==> src/rtl/core/rgrf_pkg.sv <==
// Shared constants and types of the recursive Gaussian row filter.
// No dependencies; every other file of the block uses it.
`default_nettype none

package rgrf_pkg;

  localparam int MAX_RADIUS  = 32;
  localparam int SAMPLE_BITS = 16;
  localparam int TDATA_W     = ((SAMPLE_BITS + 7) / 8) * 8;

  localparam int COEF_W     = 25;
  localparam int FRAC_W     = 22;
  localparam int SEC_W      = 40;
  localparam int SEC_FRAC   = 16;
  localparam int FEED_SHIFT = FRAC_W - SEC_FRAC;
  localparam int SUM_W      = SAMPLE_BITS + 1;
  localparam int FEED_W     = COEF_W + SUM_W + 1 - FEED_SHIFT;
  localparam int NUM_SEC    = 3;

  localparam int RAD_W       = 6;
  localparam int R_W         = $clog2(MAX_RADIUS + 1);
  localparam int DELAY_DEPTH = 2 * MAX_RADIUS;
  localparam int PTR_W       = $clog2(DELAY_DEPTH);
  localparam int POS_CAP     = 2 * MAX_RADIUS;
  localparam int POS_W       = $clog2(POS_CAP + 1);

  localparam int CFG_IDX_W = 3;

  localparam int FIFO_DEPTH = 8;
  localparam int FIFO_AW    = $clog2(FIFO_DEPTH);
  localparam int FIFO_CW    = $clog2(FIFO_DEPTH + 1);
  localparam int OUT_W      = SAMPLE_BITS + 1;

  typedef logic signed [COEF_W-1:0] coef_t;
  typedef logic signed [FEED_W-1:0] feed_t;
  typedef logic signed [SEC_W-1:0]  sec_t;

  typedef enum logic [CFG_IDX_W-1:0] {
    CFG_RADIUS = 3'd0,
    CFG_FEED_1 = 3'd1,
    CFG_FEED_3 = 3'd2,
    CFG_FEED_5 = 3'd3,
    CFG_FB_1   = 3'd4,
    CFG_FB_3   = 3'd5,
    CFG_FB_5   = 3'd6
  } cfg_reg_t;

  typedef enum logic {
    SEQ_TAKE,
    SEQ_FLUSH
  } seq_state_t;

  // step: a recurrence step is in the section stage this cycle
  // clear: previous step closed a row, section history reads as zero
  typedef struct packed {
    logic step;
    logic clear;
  } sec_ctl_t;

endpackage

`default_nettype wire

==> src/rtl/core/rgrf_section.sv <==
// One second-order recursive section: feedback multiply, history update, saturation.
// Depends on rgrf_pkg.
`default_nettype none

module rgrf_section (
  input  wire                    clk,
  input  wire rgrf_pkg::sec_ctl_t ctl,
  input  wire rgrf_pkg::feed_t   feed_term,
  input  wire rgrf_pkg::coef_t   fb_coef,
  output rgrf_pkg::sec_t         y_last
);

  localparam int VH_W   = rgrf_pkg::SEC_W - rgrf_pkg::SEC_FRAC;
  localparam int PH_W   = rgrf_pkg::COEF_W + VH_W;
  localparam int PL_W   = rgrf_pkg::COEF_W + rgrf_pkg::SEC_FRAC + 1;
  localparam int FULL_W = rgrf_pkg::COEF_W + rgrf_pkg::SEC_W + 1;
  localparam int FB_W   = FULL_W - rgrf_pkg::FRAC_W;
  localparam int Y_W    = FB_W + 2;
  localparam int SEC_W  = rgrf_pkg::SEC_W;

  localparam logic signed [FULL_W-1:0] HALF_LSB = FULL_W'(1) <<< (rgrf_pkg::FRAC_W - 1);

  rgrf_pkg::sec_t last_r;
  rgrf_pkg::sec_t prev_r;
  rgrf_pkg::sec_t y1;
  rgrf_pkg::sec_t y2;
  rgrf_pkg::sec_t y_sat;

  logic signed [VH_W-1:0]   vh;
  logic signed [rgrf_pkg::SEC_FRAC:0] vl;
  logic signed [PH_W-1:0]   ph;
  logic signed [PL_W-1:0]   pl;
  logic signed [FULL_W-1:0] full;
  logic signed [FB_W-1:0]   fb;
  logic signed [Y_W-1:0]    y;
  logic                     fits;

  always_comb begin
    y1   = ctl.clear ? '0 : last_r;
    y2   = ctl.clear ? '0 : prev_r;
    // split the 40-bit history so each product stays under 32x32
    vh   = y1[SEC_W-1:rgrf_pkg::SEC_FRAC];
    vl   = {1'b0, y1[rgrf_pkg::SEC_FRAC-1:0]};
    ph   = fb_coef * vh;
    pl   = fb_coef * vl;
    full = (FULL_W'(ph) <<< rgrf_pkg::SEC_FRAC) + FULL_W'(pl) + HALF_LSB;
    fb   = full[FULL_W-1:rgrf_pkg::FRAC_W];
    y    = Y_W'(feed_term) - Y_W'(fb) - Y_W'(y2);
    fits = (y[Y_W-1:SEC_W-1] == '0) || (y[Y_W-1:SEC_W-1] == '1);
    if (fits) begin
      y_sat = y[SEC_W-1:0];
    end else if (y[Y_W-1]) begin
      y_sat = {1'b1, {(SEC_W-1){1'b0}}};
    end else begin
      y_sat = {1'b0, {(SEC_W-1){1'b1}}};
    end
  end

  always_ff @(posedge clk) begin
    if (ctl.step) begin
      prev_r <= y1;
      last_r <= y_sat;
    end
  end

  assign y_last = last_r;

endmodule

`default_nettype wire

==> config.mk <==
export PLATFORM = sky130hd
export DESIGN_NAME = rgrf_section
export DESIGN_NICKNAME = d
export VERILOG_FILES = /design/src/rtl/core/rgrf_pkg.sv /design/src/rtl/core/rgrf_section.sv
export SDC_FILE = /design/constraint.sdc
export NUM_CORES = 2
export LEC_CHECK = 0
export ABC_AREA = 1
export BUFFER_PORTS_ARGS = -buffer_cell sky130_fd_sc_hd__buf_2
export CAP_MARGIN = 10
export CORE_UTILIZATION = 35
export CTS_CLUSTER_DIAMETER = 120
export DETAILED_ROUTE_END_ITERATION = 8
export HOLD_SLACK_MARGIN = 0.03
export PLACE_DENSITY = 0.51
export SLEW_MARGIN = 25
export SYNTH_ARGS = -nofsm -noshare
export SYNTH_HDL_FRONTEND = slang
export SYNTH_SLANG_ARGS = --single-unit
export TNS_END_PERCENT = 5
==> constraint.sdc <==
create_clock -name clk -period 53.1 [get_ports clk]
set_clock_uncertainty 0.1 [all_clocks]
set_input_delay 15.93 -clock clk [delete_from_list [all_inputs] [get_ports clk]]
set_output_delay 15.93 -clock clk [all_outputs]
set_load 0.01 [all_outputs]
==> impl_metrics.tcl <==
set metrics [dict create \
    antenna_found_initial 3 \
    post-route-period-util_pct 64.34 \
    first_global_vias 44130 \
    hold_end "prev_r[15]" \
    fp-row-count 140 \
    die_x_um 385.0 \
    via_per_inst 4.941 \
    setup_viol 0 \
    die_area_sq_um 148200 \
    r2r_start "y_last[27]" \
    r2r_slack_ps 35410 \
    ys_warn_count 0 \
    grt_max_degree 46 \
    nets 8131 \
    tightest_slew_ps 1099 \
    synth-seq-cells 80 \
    drive_above_1_share_pct 4.236 \
    crit_arrival_ps 34180 \
    holdPathStages 2 \
    post-route-min-period_ps 34160 \
    wirelength_um 190100 \
    io_pins 105 \
    grt-ovfl-total 0 \
    path_class "input pin to flip-flop" \
    worst_path_most_repeated_cell "fa_1" \
    area_growth_syn_to_layout_pct 6.206 \
    drc_errors 0 \
    dp_slack_ps 18990 \
    clockBufferDepth 2 \
    dpl.hpwl_um 160300 \
    cts_sinks 80 \
    root_buffer "clkbuf_16" \
    critPathSlowestCell "clkinv_1" \
    wl_per_cell_um 22.66 \
    fp.coreArea_sq_um 145600 \
    cts_htree_levels 3 \
    syn_avg_cell_area_sq_um 7.968 \
    ctsResizeCount 0 \
    start_kind "input pin" \
    dr.first_iter.drc_count 3234 \
    finalSetupTns_ps 0 \
    gp_congestion 0.9684 \
    cp_max_fo 40 \
    post_cts_buffers 0 \
    hold_path_class "flip-flop to flip-flop" \
    path_clk_slew_ps 70 \
    final_cell_mix "1868 x inv_1, 1221 x fa_1, 1178 x nand2_1" \
    clk-insertion-delay-late_ps 390 \
    cpPeakStageDelay_ps 1160 \
    final_common_cell "inv_1" \
    grt_pass1_wl_um 288200 \
    cts_tree "built" \
    drv_cap 0 \
    ys_seq_area_share_pct 4.678 \
    timing.rr.end "y_last[12]" \
    die_h_um 385.0 \
    final_antenna_net_count 0 \
    dr.pass1.iters 5 \
    holdCritStartpoint "y_last[15]" \
    r2r.worst_path.cells 58 \
    synth.distinct_cells 49 \
    status "finished clean" \
    synth_fp_nets 8112 \
    num_vias 41450 \
    fmax_mhz 29.27 \
    finalHoldViolCount 0 \
    drv_slew 0 \
    rsz0062_at_grt "no" \
    setup_ws_ps 18940 \
    start_util_pct 35.28 \
    crit_required_ps 53110 \
    fin_util_pct 37.46 \
    portBuffers 104 \
    cts_buffers 9 \
    cts_hold_buf 0 \
    netlist_area_sq_um 51350 \
    synth_cells 6444 \
    end_kind "flip-flop" \
    max-slew-margin-rel_pct 26.26 \
    grt.total_usage_pct 26.61 \
]
[critical path, delay by kind of cell]
kind,cells,cell delay (ps)
simple gates,18,3710
xor+xnor,2,690
buf+inv,14,3200
fa+ha+maj,17,7910
compound gates,10,2590
[cell type report]
| class | instances | area (sq um) |
|---|---|---|
| clock inverter | 7 | 106.4 |
| sequential | 80 | 2402 |
| clock buffer | 9 | 225.2 |
| fill | 15490 | 91030 |
| multi-input combinational | 4283 | 41110 |
| antenna | 3 | 7.507 |
| inverter | 1902 | 7141 |
| timing repair buffer | 187 | 1146 |
| tap | 1917 | 2399 |
[cell usage after synthesis (all sizes together)]
cell type  instances  area [sq um]
a2111oi            1         8.760
a211oi             2         15.01
a21boi             6         45.05
a21o              17         127.6
a21oi            187         935.9
a311oi             1         8.760
a31oi             28         175.2
and2               5         32.53
and3               3         18.77
buf               22         123.9
clkbuf           157         589.3
clkinv            19         71.32
edfxtp            80          2402
fa              1221         24440
ha               382          4780
inv             1883          7068
nand2           1200          4559
nand3             68         365.4
nand3b             1         7.510
nand4             27         168.9
nor2             818          3131
nor3              24         135.1
nor3b              1         7.510
nor4              10         68.81
o2111ai            1         8.760
o211a              1         10.01
o211ai             7         52.55
o21a              10         75.07
o21ai             92         460.4
o21bai            25         187.7
o221ai             5         43.79
or2                2         12.52
xnor2             47         411.6
xor2              91         797.0
[registers in the layout, indices dropped and copies added (netlist names)]
| signal | flops |
|---|---|
| y_last | 40 |
| prev_r | 40 |
[worst max-delay path by stage]
stage,start,endpoint,slack [ps]
floorplan,ctl[0],y_last[29],23860
global placement,ctl[0],y_last[1],18900
detailed placement,ctl[0],y_last[12],18990
CTS,ctl[0],y_last[12],19310
global route,ctl[0],y_last[2],18080
finish,ctl[0],y_last[12],18940
[metrics by stage]
step	hold WS, ps	instance area (sq um)	std cells
global route	546.6	54530	8385
floorplan	607.3	51350	6444
finish	523.5	54530	8388
global placement	489.2	54190	8369
CTS	524.3	54530	8385
detailed placement	504.9	54200	8369
[layer usage]
metal	global-route usage (%)	vias to the layer above	routed length, um
met5	0	-	0
met4	6.871	0	5656
met3	3.353	186	12100
met2	43.92	1351	89710
met1	36.76	21470	82630
li1	-	18440	-
[cells by family (layout without fill, tap and decap cells)]
kind of cell	count (synthesis)	in the layout	synth area share [%]
flops	80	80	4.678
compound gates	383	383	4.196
fa+ha+maj	1603	1603	56.91
simple gates	2159	2159	16.57
other cells	0	3	0
xor+xnor	138	138	2.354
buf+inv	2081	2105	15.29
Power is not shown: default switching activity piles up to over one toggle a cycle in this logic, so the estimate is an artifact.
