--- src/rtl/core/rgrf_pkg.sv ---
// Shared constants and types of the recursive Gaussian row filter.
// No dependencies; every other file of the block uses it.
`default_nettype none

package rgrf_pkg;

  localparam int MAX_RADIUS  = 32;
  localparam int SAMPLE_BITS = 16;
  localparam int TDATA_W     = ((SAMPLE_BITS + 7) / 8) * 8;

  localparam int COEF_W     = 25;
  localparam int FRAC_W     = 22;
  localparam int SEC_W      = 40;
  localparam int SEC_FRAC   = 16;
  localparam int FEED_SHIFT = FRAC_W - SEC_FRAC;
  localparam int SUM_W      = SAMPLE_BITS + 1;
  localparam int FEED_W     = COEF_W + SUM_W + 1 - FEED_SHIFT;
  localparam int NUM_SEC    = 3;

  localparam int RAD_W       = 6;
  localparam int R_W         = $clog2(MAX_RADIUS + 1);
  localparam int DELAY_DEPTH = 2 * MAX_RADIUS;
  localparam int PTR_W       = $clog2(DELAY_DEPTH);
  localparam int POS_CAP     = 2 * MAX_RADIUS;
  localparam int POS_W       = $clog2(POS_CAP + 1);

  localparam int CFG_IDX_W = 3;

  localparam int FIFO_DEPTH = 8;
  localparam int FIFO_AW    = $clog2(FIFO_DEPTH);
  localparam int FIFO_CW    = $clog2(FIFO_DEPTH + 1);
  localparam int OUT_W      = SAMPLE_BITS + 1;

  typedef logic signed [COEF_W-1:0] coef_t;
  typedef logic signed [FEED_W-1:0] feed_t;
  typedef logic signed [SEC_W-1:0]  sec_t;

  typedef enum logic [CFG_IDX_W-1:0] {
    CFG_RADIUS = 3'd0,
    CFG_FEED_1 = 3'd1,
    CFG_FEED_3 = 3'd2,
    CFG_FEED_5 = 3'd3,
    CFG_FB_1   = 3'd4,
    CFG_FB_3   = 3'd5,
    CFG_FB_5   = 3'd6
  } cfg_reg_t;

  typedef enum logic {
    SEQ_TAKE,
    SEQ_FLUSH
  } seq_state_t;

  // step: a recurrence step is in the section stage this cycle
  // clear: previous step closed a row, section history reads as zero
  typedef struct packed {
    logic step;
    logic clear;
  } sec_ctl_t;

endpackage

`default_nettype wire

--- src/rtl/core/rgrf_out_fifo.sv ---
// Result queue between the filter pipeline and the output stream.
// Depends on rgrf_pkg; the writer guarantees room before it issues a step.
`default_nettype none

module rgrf_out_fifo (
  input  wire                           clk,
  input  wire                           rst_n,
  input  wire                           wr_en,
  input  wire [rgrf_pkg::OUT_W-1:0]     wr_data,
  output logic                          rd_valid,
  input  wire                           rd_ready,
  output logic [rgrf_pkg::OUT_W-1:0]    rd_data,
  output logic [rgrf_pkg::FIFO_CW-1:0]  level
);

  logic [rgrf_pkg::OUT_W-1:0]   mem_r [rgrf_pkg::FIFO_DEPTH];
  logic [rgrf_pkg::FIFO_AW-1:0] wr_ptr_r;
  logic [rgrf_pkg::FIFO_AW-1:0] rd_ptr_r;
  logic [rgrf_pkg::FIFO_CW-1:0] cnt_r;
  logic                         rd_en;

  assign rd_valid = (cnt_r != '0);
  assign rd_en    = rd_valid && rd_ready;
  assign rd_data  = mem_r[rd_ptr_r];
  assign level    = cnt_r;

  always_ff @(posedge clk) begin
    if (wr_en) begin
      mem_r[wr_ptr_r] <= wr_data;
    end
  end

  always_ff @(posedge clk) begin
    if (!rst_n) begin
      wr_ptr_r <= '0;
      rd_ptr_r <= '0;
      cnt_r    <= '0;
    end else begin
      if (wr_en) begin
        wr_ptr_r <= wr_ptr_r + 1'b1;
      end
      if (rd_en) begin
        rd_ptr_r <= rd_ptr_r + 1'b1;
      end
      case ({wr_en, rd_en})
        2'b10:   cnt_r <= cnt_r + 1'b1;
        2'b01:   cnt_r <= cnt_r - 1'b1;
        default: cnt_r <= cnt_r;
      endcase
    end
  end

endmodule

`default_nettype wire

--- config.mk ---
export PLATFORM = sky130hd
export DESIGN_NAME = rgrf_out_fifo
export DESIGN_NICKNAME = d
export VERILOG_FILES = /design/src/rtl/core/rgrf_pkg.sv /design/src/rtl/core/rgrf_out_fifo.sv
export SDC_FILE = /design/constraint.sdc
export NUM_CORES = 1
export LEC_CHECK = 0
export ABC_CLOCK_PERIOD_IN_PS = 3010
export BUFFER_PORTS_ARGS = -buffer_cell sky130_fd_sc_hd__buf_2
export CORE_MARGIN = 2
export CORE_UTILIZATION = 54
export CTS_CLUSTER_DIAMETER = 30
export DETAILED_ROUTE_END_ITERATION = 6
export GPL_ROUTABILITY_DRIVEN = 0
export PLACE_DENSITY = 0.79
export SLEW_MARGIN = 20
export SYNTH_ARGS = -nofsm -noshare
export SYNTH_HDL_FRONTEND = slang
export SYNTH_SLANG_ARGS = --single-unit
--- constraint.sdc ---
create_clock -name clk -period 3.01 [get_ports clk]
set_input_delay 0.1505 -clock clk [delete_from_list [all_inputs] [get_ports clk]]
set_output_delay 0.1505 -clock clk [all_outputs]
set_load 0.05 [all_outputs]
==> results of run 1 <==
## worst max-delay path, stage by stage (launching register included)
cell     delay [ns]
dfxtp_2        0.65
buf_12         0.27
mux4_1         0.58
mux2_2         0.29
buf_2          0.21
## cells by family (layout without fill, tap and decap cells)
kind of cell    after synthesis  count (layout)  share of synthesized area
fa+ha+maj                     5               5                     0.0107
simple gates                 33              33                     0.0303
xor+xnor                      7               7                     0.0105
compound gates                6               6                    0.00726
flops                       149             149                      0.742
mux                          55              55                      0.185
buf+inv                      14             114                     0.0147
## path summary, 6_finish.rpt
| check | slack, ns | endpoint | depth (start not counted) | start |
|---|---|---|---|---|
| min | 0.43 | mem_r[5][3] | 2 | wr_data[3] |
| min reg2reg | 0.49 | level[3] | 2 | level[3] |
| max reg2reg | 0.49 | level[2] | 10 | level[1] |
| max | 0.33 | rd_data[10] | 4 | flop |
## area by class of cell
cell class	count	share of cell area
tap	140	0.0245
multi-input combinational	106	0.201
timing repair buffer	80	0.0784
inverter	2	0.00105
sequential	149	0.608
clock inverter	12	0.0283
clock buffer	20	0.0595
## sequential cells by signal, indices dropped and copies added, names as in the netlist, named ones only
name      count
level         4
rd_ptr_r      3
wr_ptr_r      3
mem_r       136
## through the flow
step,instance area (µm²),util,hold slack (ns),cells
after floorplan,5860,-,0.249,269
after global placement,6310,0.590,0.414,456
after detailed placement,6310,0.590,0.430,456
after CTS,7150,0.669,0.406,509
after global routing,7150,0.669,0.440,509
final,7150,0.669,0.432,509
## timing repair
item	in CTS	in global routing
hold buffers	21	0
resized for setup	0	0
endpoints found under the hold margin	149	0
buffers inserted	0	0
## routing by layer
metal  wire [µm]  up-vias  track usage  share of wire
met3         400       26       0.0494          0.039
met4         297        0        0.101          0.029
li1            -     1291            -              -
met1        4450     1468        0.250           0.43
met2        5220       74        0.310           0.50
met5           0        -            0              0
## cell usage after synthesis, drive strengths merged
master | n | share of area
o41ai | 1 | 0.0015
clkbuf | 6 | 0.0043
nand2b | 4 | 0.0043
a21boi | 2 | 0.0026
buf | 6 | 0.0092
nor2 | 6 | 0.0038
edfxtp | 136 | 0.70
nor2b | 2 | 0.0021
a21oi | 1 | 0.00085
or4 | 1 | 0.0019
ha | 5 | 0.011
nand2 | 7 | 0.0049
dfxtp | 13 | 0.044
xnor2 | 4 | 0.0060
nor4b | 1 | 0.0015
mux2 | 18 | 0.035
nor3 | 3 | 0.0026
nand3 | 2 | 0.0017
or3 | 1 | 0.0011
and2 | 6 | 0.0064
o21ai | 1 | 0.00085
mux4 | 34 | 0.14
xor2 | 3 | 0.0045
inv | 2 | 0.0013
mux2i | 3 | 0.0051
a41oi | 1 | 0.0015
## power by group through the flow
| stage | Clock (µW) | Combinational [µW] | Sequential (µW) |
|---|---|---|---|
| floorplan | 0 | 1030 | 2510 |
| global placement | 0 | 1300 | 2480 |
| detailed placement | 0 | 1330 | 2490 |
| CTS | 2250 | 1360 | 2450 |
| global route | 2340 | 1420 | 2460 |
| finish | 2220 | 1340 | 2450 |
==> results.toml, run 1 <==
[synth]
warnings_from_yosys = 0
postSynthRegisterBits = 149
seq_area_frac_synth = 0.742
synth.avg_cell_area_um2 = 21.8
syn_inst = 269
syn-num-nets = 295
synth.distinct_cells = 31
synthesis.area_um2 = 5860

[sta]
postLayoutSetupSlackWorst_ns = 0.331
finalClockSkew_ns = 0.00684
worstMarginPinSlew_ns = 0.583
fin_setup_tns_ns = 0
finalSetupViolCount = 0
report.final.slew_viol_count = 0
report.final.hold_viol_count = 0
max_clock_freq_ghz = 0.373
tcrit_tclk_final = 0.890
fin_crit_ns = 2.68
slew_headroom = 0.609
rsz0062_at_grt = "false"

[clock_network]
cts.clk_slew.worst_paths_ns = 0.06
clock_latency_ns = 0.52
htree_num_levels = 4
clockRootBuffer = "clkbuf_8"
ctsLongestPathBuffers = 2
tritoncts = "yes"
sinks_on_the_clock_net = 149
cts_inserted_buffers = 17

[run]
max_cap_violations = 0

[drt]
number_of_drc_markers_in_iteration_0 = 206
vias = 2859
drt_drc_violations_left = 0
detailedRoute.firstPassIterationCount = 4
avgViaCountPerCell = 5.62
drt.antenna.violating_nets = 0
drt-wirelength-per-cell_um = 20.4
totalWireLength_um = 10400

[setup_path]
critical_path_class = "reg2out"
cp-end-kind = "output pin"
crit_fanout = 21
cp.arrival_ns = 2.53
critical_path_required_ns = 2.86
timing.critical_path.from_type = "flop"

[pwr]
net_switching_power_uw = 1680
pwr-share-seq = 0.407
vdd_ir_drop_max_uv = 448
power_switching_share = 0.280
power_share_of_the_combinational_group = 0.224
leakagePower_uw = 0.00247
clock_power_share = 0.369
p_per_area_nw_per_um2 = 840
power_uw = 6010
power.internal_uw = 4330

[floorplan]
coreArea_um2 = 10700
floorplan.io_pins = 43
start_util = 0.547
die_area_um2 = 11700
fp.dieH_um = 108
num_rows = 38
fp.dieW_um = 108

[placed_design]
hpwl_um = 6260
port_buffers = 42
setup_ws_pre_cts_ns = 0.480

[global_route]
grt_overflow = 0
grt_max_degree = 22
antenna_found_initial = 0
number_of_global_route_vias_before_repair = 2987
global_route.usage.total = 0.194
grt_first_pass_wirelength_um = 16100

[cells_and_area]
seqCellArea_um2 = 4350
multi_input_gate_area_um2 = 1440
most_frequent_standard_cell_in_the_layout_excluding_fill_and_tap_cells = "edfxtp_1"
final_cell_mix = "edfxtp_1 (136), buf_2 (42), mux4_1 (22), dlygate4sd3_1 (21), mux2_2 (18)"
final.fill_count = 680
antenna_cells_inserted = 0
design.final.nets = 382
final_layout_size_suffix_gt1_frac = 0.333
synthToLayoutAreaGrowth_pct = 22.1

[hold_path]
hp-class = "in2reg"

[status]
result_of_the_run = "finished clean"
(Power assumes the default switching activity.)
==> inputs of run 2 (changes only) <==
--- a/config.mk
+++ b/config.mk
@@ -5,6 +5,7 @@
 export SDC_FILE = /design/constraint.sdc
 export NUM_CORES = 1
 export LEC_CHECK = 0
+export ABC_AREA = 1
 export ABC_CLOCK_PERIOD_IN_PS = 3010
 export BUFFER_PORTS_ARGS = -buffer_cell sky130_fd_sc_hd__buf_2
 export CORE_MARGIN = 2
@@ -12,7 +13,8 @@
 export CTS_CLUSTER_DIAMETER = 30
 export DETAILED_ROUTE_END_ITERATION = 6
 export GPL_ROUTABILITY_DRIVEN = 0
-export PLACE_DENSITY = 0.79
+export PLACE_DENSITY = 0.73
+export RECOVER_POWER = 50
 export SLEW_MARGIN = 20
 export SYNTH_ARGS = -nofsm -noshare
 export SYNTH_HDL_FRONTEND = slang
==> results.toml, run 2 <==
[synth]
netlist_top_cells_count = "edfxtp_1 (136), nor2_1 (80), o21ai_0 (70)"
syn-num-nets = 496
ys_top_cells_by_area = "edfxtp_1 (69%), o21ai_0 (5.9%), nor2_1 (5.1%), dfxtp_1 (4.4%), nand2_1 (4.3%)"
warnings_from_yosys = 0
dominantRegCellSynth = "edfxtp_1"
seq_area_frac_synth = 0.734
synth.top_cell.area_share = 0.690
synth_most_common_cell = "edfxtp_1"
synthesis.area_um2 = 5920
cell_taking_the_most_area_after_synthesis = "edfxtp_1"
async_flop_share = 0
synth_enable_flop_cells = 136
synth.avg_cell_area_um2 = 12.6
synth.distinct_cells = 23
syn_inst = 470
postSynthRegisterBits = 149

[setup_path]
r2r-start = "level[0]"
timing.critical_path.from_type = "flop"
crit_fanout = 68
cp-end-kind = "output pin"
worst-r2r-setup-slack_ns = 0.98
timing.reg2reg.worst_path_depth = 13
r2r-end = "level[2]"
critical_path_class = "reg2out"
critical_path_required_ns = 2.86
cp.arrival_ns = 2.44

[sta]
max_clock_freq_ghz = 0.386
fin_setup_tns_ns = 0
rsz0062_at_grt = "false"
tcrit_tclk_final = 0.860
fin_crit_ns = 2.59
worstMarginPinSlew_ns = 1.16
report.final.hold_viol_count = 0
finalClockSkew_ns = 0.00576
finalSetupViolCount = 0
slew_headroom = 0.226
report.final.slew_viol_count = 0
postLayoutSetupSlackWorst_ns = 0.420

[cells_and_area]
finish.utilization = 0.660
instances_no_fill = 697
final_layout_size_suffix_gt1_frac = 0.129
register_with_the_most_flip_flops = "mem_r"
design.final.nets = 570
largest_register_ffs = 136
most_frequent_standard_cell_in_the_layout_excluding_fill_and_tap_cells = "edfxtp_1"
final_cell_mix = "edfxtp_1 (136), nor2_1 (80), o21ai_0 (70), nand2_1 (68), buf_2 (24)"
synthToLayoutAreaGrowth_pct = 19.8
antenna_cells_inserted = 0

[floorplan]
num_rows = 38
fp.dieH_um = 109
coreArea_um2 = 10700
fp.dieW_um = 109
start_util = 0.551
die_area_um2 = 11800
floorplan.io_pins = 43

[pwr]
power_switching_share = 0.352
power_share_of_the_combinational_group = 0.288
clock_power_share = 0.336
power.internal_uw = 4130
leakagePower_uw = 0.00257
pwr-share-seq = 0.376
vdd_ir_drop_max_uv = 666
p_per_area_nw_per_um2 = 899
net_switching_power_uw = 2240

[drt]
number_of_drc_markers_in_iteration_0 = 259
detailedRoute.firstPassIterationCount = 5
drt-wirelength-per-cell_um = 16.8
totalWireLength_um = 11700
drt.antenna.violating_nets = 0
avgViaCountPerCell = 5.51
drt_drc_violations_left = 0
vias = 3838

[run]
max_cap_violations = 0

[placed_design]
place_inst = 644
setup_ws_pre_cts_ns = 0.988
hpwl_um = 6350
port_buffers = 42

[clock_network]
ctsLongestPathBuffers = 2
cts.clk_slew.worst_paths_ns = 0.07
clockRootBuffer = "clkbuf_8"
htree_num_levels = 4
clock_latency_ns = 0.52
tritoncts = "yes"
post_cts_resized = 0
cts_inserted_buffers = 17
sinks_on_the_clock_net = 149

[hold_path]
holdPathEnd = "wr_ptr_r[1]"
hp-class = "in2reg"
hold-path-cell-count = 4
hold_path.startpoint = "rst_n"

[global_route]
number_of_global_route_vias_before_repair = 3710
grt_first_pass_wirelength_um = 18400
global_route.usage.total = 0.213
grt_max_degree = 69
grt_overflow = 0
antenna_found_initial = 0

[status]
result_of_the_run = "finished clean"
run 2: cell families after synthesis:
group,count (synthesis),share of synthesized area
simple gates,153,0.0985
mux,17,0.0288
fa+ha+maj,5,0.0106
buf+inv,39,0.0319
xor+xnor,3,0.00444
compound gates,104,0.0916
flops,149,0.734
run 2: critical path, stage by stage, from the launching register on:
cell and delay (ns):
dfxtp_2 0.33, buf_4 0.60, o21ai_0 0.25, o21ai_0 0.26
nand2_1 0.08, nand2_1 0.08, buf_2 0.26
run 2: power groups by stage:
stage	combinational (µW)	clock (µW)	sequential (µW)
6_report	1830	2140	2400
2_1_floorplan	1340	0	2530
3_3_place_gp	1760	0	2440
5_1_grt	1990	2260	2410
3_5_place_dp	1810	0	2440
4_1_cts	1840	2160	2400
run 2: how the worst max path moves through the flow:
stage               startpoint           to
floorplan             level[0]     level[2]
global placement      level[2]     level[2]
detailed placement    level[0]     level[2]
CTS                       flop  rd_data[10]
global route              flop  rd_data[10]
finish                    flop  rd_data[10]
run 2: repair_timing:
item,4_1_cts,5_1_grt
setup buffers,0,0
hold buffers,21,0
hold endpoints to repair,147,0
run 2: final cells by class:
type	instances	area, µm²
clock buffer	17	414
sequential	149	4350
clock inverter	15	195
tap	140	175
fill	805	3650
timing repair buffer	77	512
multi-input combinational	282	1380
inverter	17	63.8
run 2: routing by layer:
layer	track usage	up-vias	wire, µm
met5	0	-	0
met4	0.0888	0	161
met3	0.0544	17	784
met2	0.350	149	5830
met1	0.273	1844	4930
li1	-	1828	-
run 2: per-stage QoR:
| step | power, µW | cell area, µm² | hold slack, ns |
|---|---|---|---|
| after global placement | 4200 | 6300 | 0.413 |
| after detailed placement | 4250 | 6300 | 0.414 |
| after floorplan | 3870 | 5920 | 0.249 |
| after CTS | 6400 | 7120 | 0.403 |
| final | 6370 | 7090 | 0.492 |
| after global routing | 6660 | 7090 | 0.515 |
==> inputs of run 3 (changes only) <==
==> constraint.sdc (replaced) <==
create_clock -name clk -period 3.01 [get_ports clk]
set_input_delay 0.1505 -clock clk [delete_from_list [all_inputs] [get_ports clk]]
set_output_delay 0.1505 -clock clk [all_outputs]
set_load 0.02 [all_outputs]
==> results.toml, run 3 (synthesis results as in run 2) <==
[drt]
drt-wirelength-per-cell_um = 17.0
number_of_drc_markers_in_iteration_0 = 248
detailedRoute.firstPassIterationCount = 5
drt.antenna.violating_nets = 0
avgViaCountPerCell = 5.49
totalWireLength_um = 11800
vias = 3817
drt_drc_violations_left = 0

[placed_design]
hpwl_um = 6610
setup_ws_pre_cts_ns = 0.976
port_buffers = 42

[clock_network]
cts.clk_slew.worst_paths_ns = 0.06
clockRootBuffer = "clkbuf_8"
tritoncts = "yes"
post_cts_resized = 0
clock_latency_ns = 0.52
sinks_on_the_clock_net = 149
htree_num_levels = 4
post-cts-setup-buffers = 0
cts_inserted_buffers = 17
ctsLongestPathBuffers = 2

[setup_path]
cp.arrival_ns = 2.35
crit_fanout = 48
crit_end = "rd_data[12]"
timing.critical_path.from_type = "flop"
r2r-end = "level[2]"
critical_path_class = "reg2out"
critical_path_required_ns = 2.86
r2r-start = "level[0]"
timing.reg2reg.worst_path_depth = 13
worst-r2r-setup-slack_ns = 0.96
cp-end-kind = "output pin"

[cells_and_area]
register_with_the_most_flip_flops = "mem_r"
antenna_cells_inserted = 0
design.final.nets = 568
most_frequent_standard_cell_in_the_layout_excluding_fill_and_tap_cells = "edfxtp_1"
synthToLayoutAreaGrowth_pct = 20.8
final_cell_mix = "edfxtp_1 (136), nor2_1 (80), o21ai_0 (70), nand2_1 (68), clkbuf_1 (24)"
final_layout_size_suffix_gt1_frac = 0.115
largest_register_ffs = 136

[floorplan]
num_rows = 38
coreArea_um2 = 10700
fp.dieH_um = 109
die_area_um2 = 11800
floorplan.io_pins = 43
start_util = 0.551
fp.dieW_um = 109

[global_route]
grt_max_degree = 50
number_of_global_route_vias_before_repair = 3787
grt_first_pass_wirelength_um = 18900
global_route.usage.total = 0.219
grt_overflow = 0
antenna_found_initial = 0

[sta]
finalClockSkew_ns = 0.00504
fin_setup_tns_ns = 0
report.final.slew_viol_count = 0
slew_headroom = 0.211
report.final.hold_viol_count = 0
finalSetupViolCount = 0
postLayoutSetupSlackWorst_ns = 0.514
tcrit_tclk_final = 0.829
worstMarginPinSlew_ns = 1.18
rsz0062_at_grt = "false"
max_clock_freq_ghz = 0.401
fin_crit_ns = 2.50

[pwr]
leakagePower_uw = 0.00256
vdd_ir_drop_max_uv = 503
p_per_area_nw_per_um2 = 862
power_uw = 6160

[status]
result_of_the_run = "finished clean"

[run]
max_cap_violations = 0

[hold_path]
hp-class = "in2reg"
[run 3: cell types whose count changed in the layout (fill, tap and decap cells not counted), sizes merged]
cell,before,now
clkinv,6,5
buf,37,31
bufinv,3,6
clkbuf,36,41
clkinvlp,1,4
inv,22,16
[run 3: power by group]
part,switching (µW),internal (µW)
registers,134,2350
clock network,781,1510
logic,894,497
[run 3: cell type report]
class,instances,area [µm²]
Clock inverter,14,233
Multi-Input combinational cell,282,1380
Inverter,17,63.8
Tap cell,140,175
Fill cell,802,3600
Timing Repair Buffer,75,529
Clock buffer,18,418
Sequential cell,149,4350
[run 3: metrics by stage]
step                      hold slack (ns)   util  std cells  cell area (µm²)
after floorplan                     0.249      -        470             5920
after CTS                           0.408  0.668        695             7180
final                               0.478  0.665        695             7150
after global placement              0.412  0.588        642             6320
after global routing                0.500  0.665        695             7150
after detailed placement            0.419  0.588        642             6320
[run 3: routing by layer]
metal | wire length, µm | vias up | GRT usage
met5 | 0 | - | 0
met1 | 5000 | 1856 | 0.289
met2 | 5860 | 118 | 0.352
li1 | - | 1820 | -
met4 | 272 | 0 | 0.0971
met3 | 660 | 23 | 0.0496
[run 3: critical path, cell delays in order (launching register included)]
cell and delay (ns):
dfxtp_2 0.64, inv_1 0.16, buf_4 0.32, o21ai_0 0.21, o21ai_0 0.13, nand2_1 0.09, nand2_1 0.07, buf_2 0.17
[run 3: how the worst min path moves through the flow]
stage,startpoint,endpoint,cells past startpoint
after floorplan,wr_data[0],mem_r[0][0],0
after global placement,wr_data[14],mem_r[1][14],1
after detailed placement,wr_data[10],mem_r[2][10],1
after CTS,wr_data[10],mem_r[3][10],2
after global routing,rst_n,level[0],4
final,rst_n,level[0],4
[run 3: timing repair]
item                                    in CTS  in global routing
hold endpoints to repair                   147                  0
hold buffers                                21                  0
endpoints found under the setup margin       0                  0
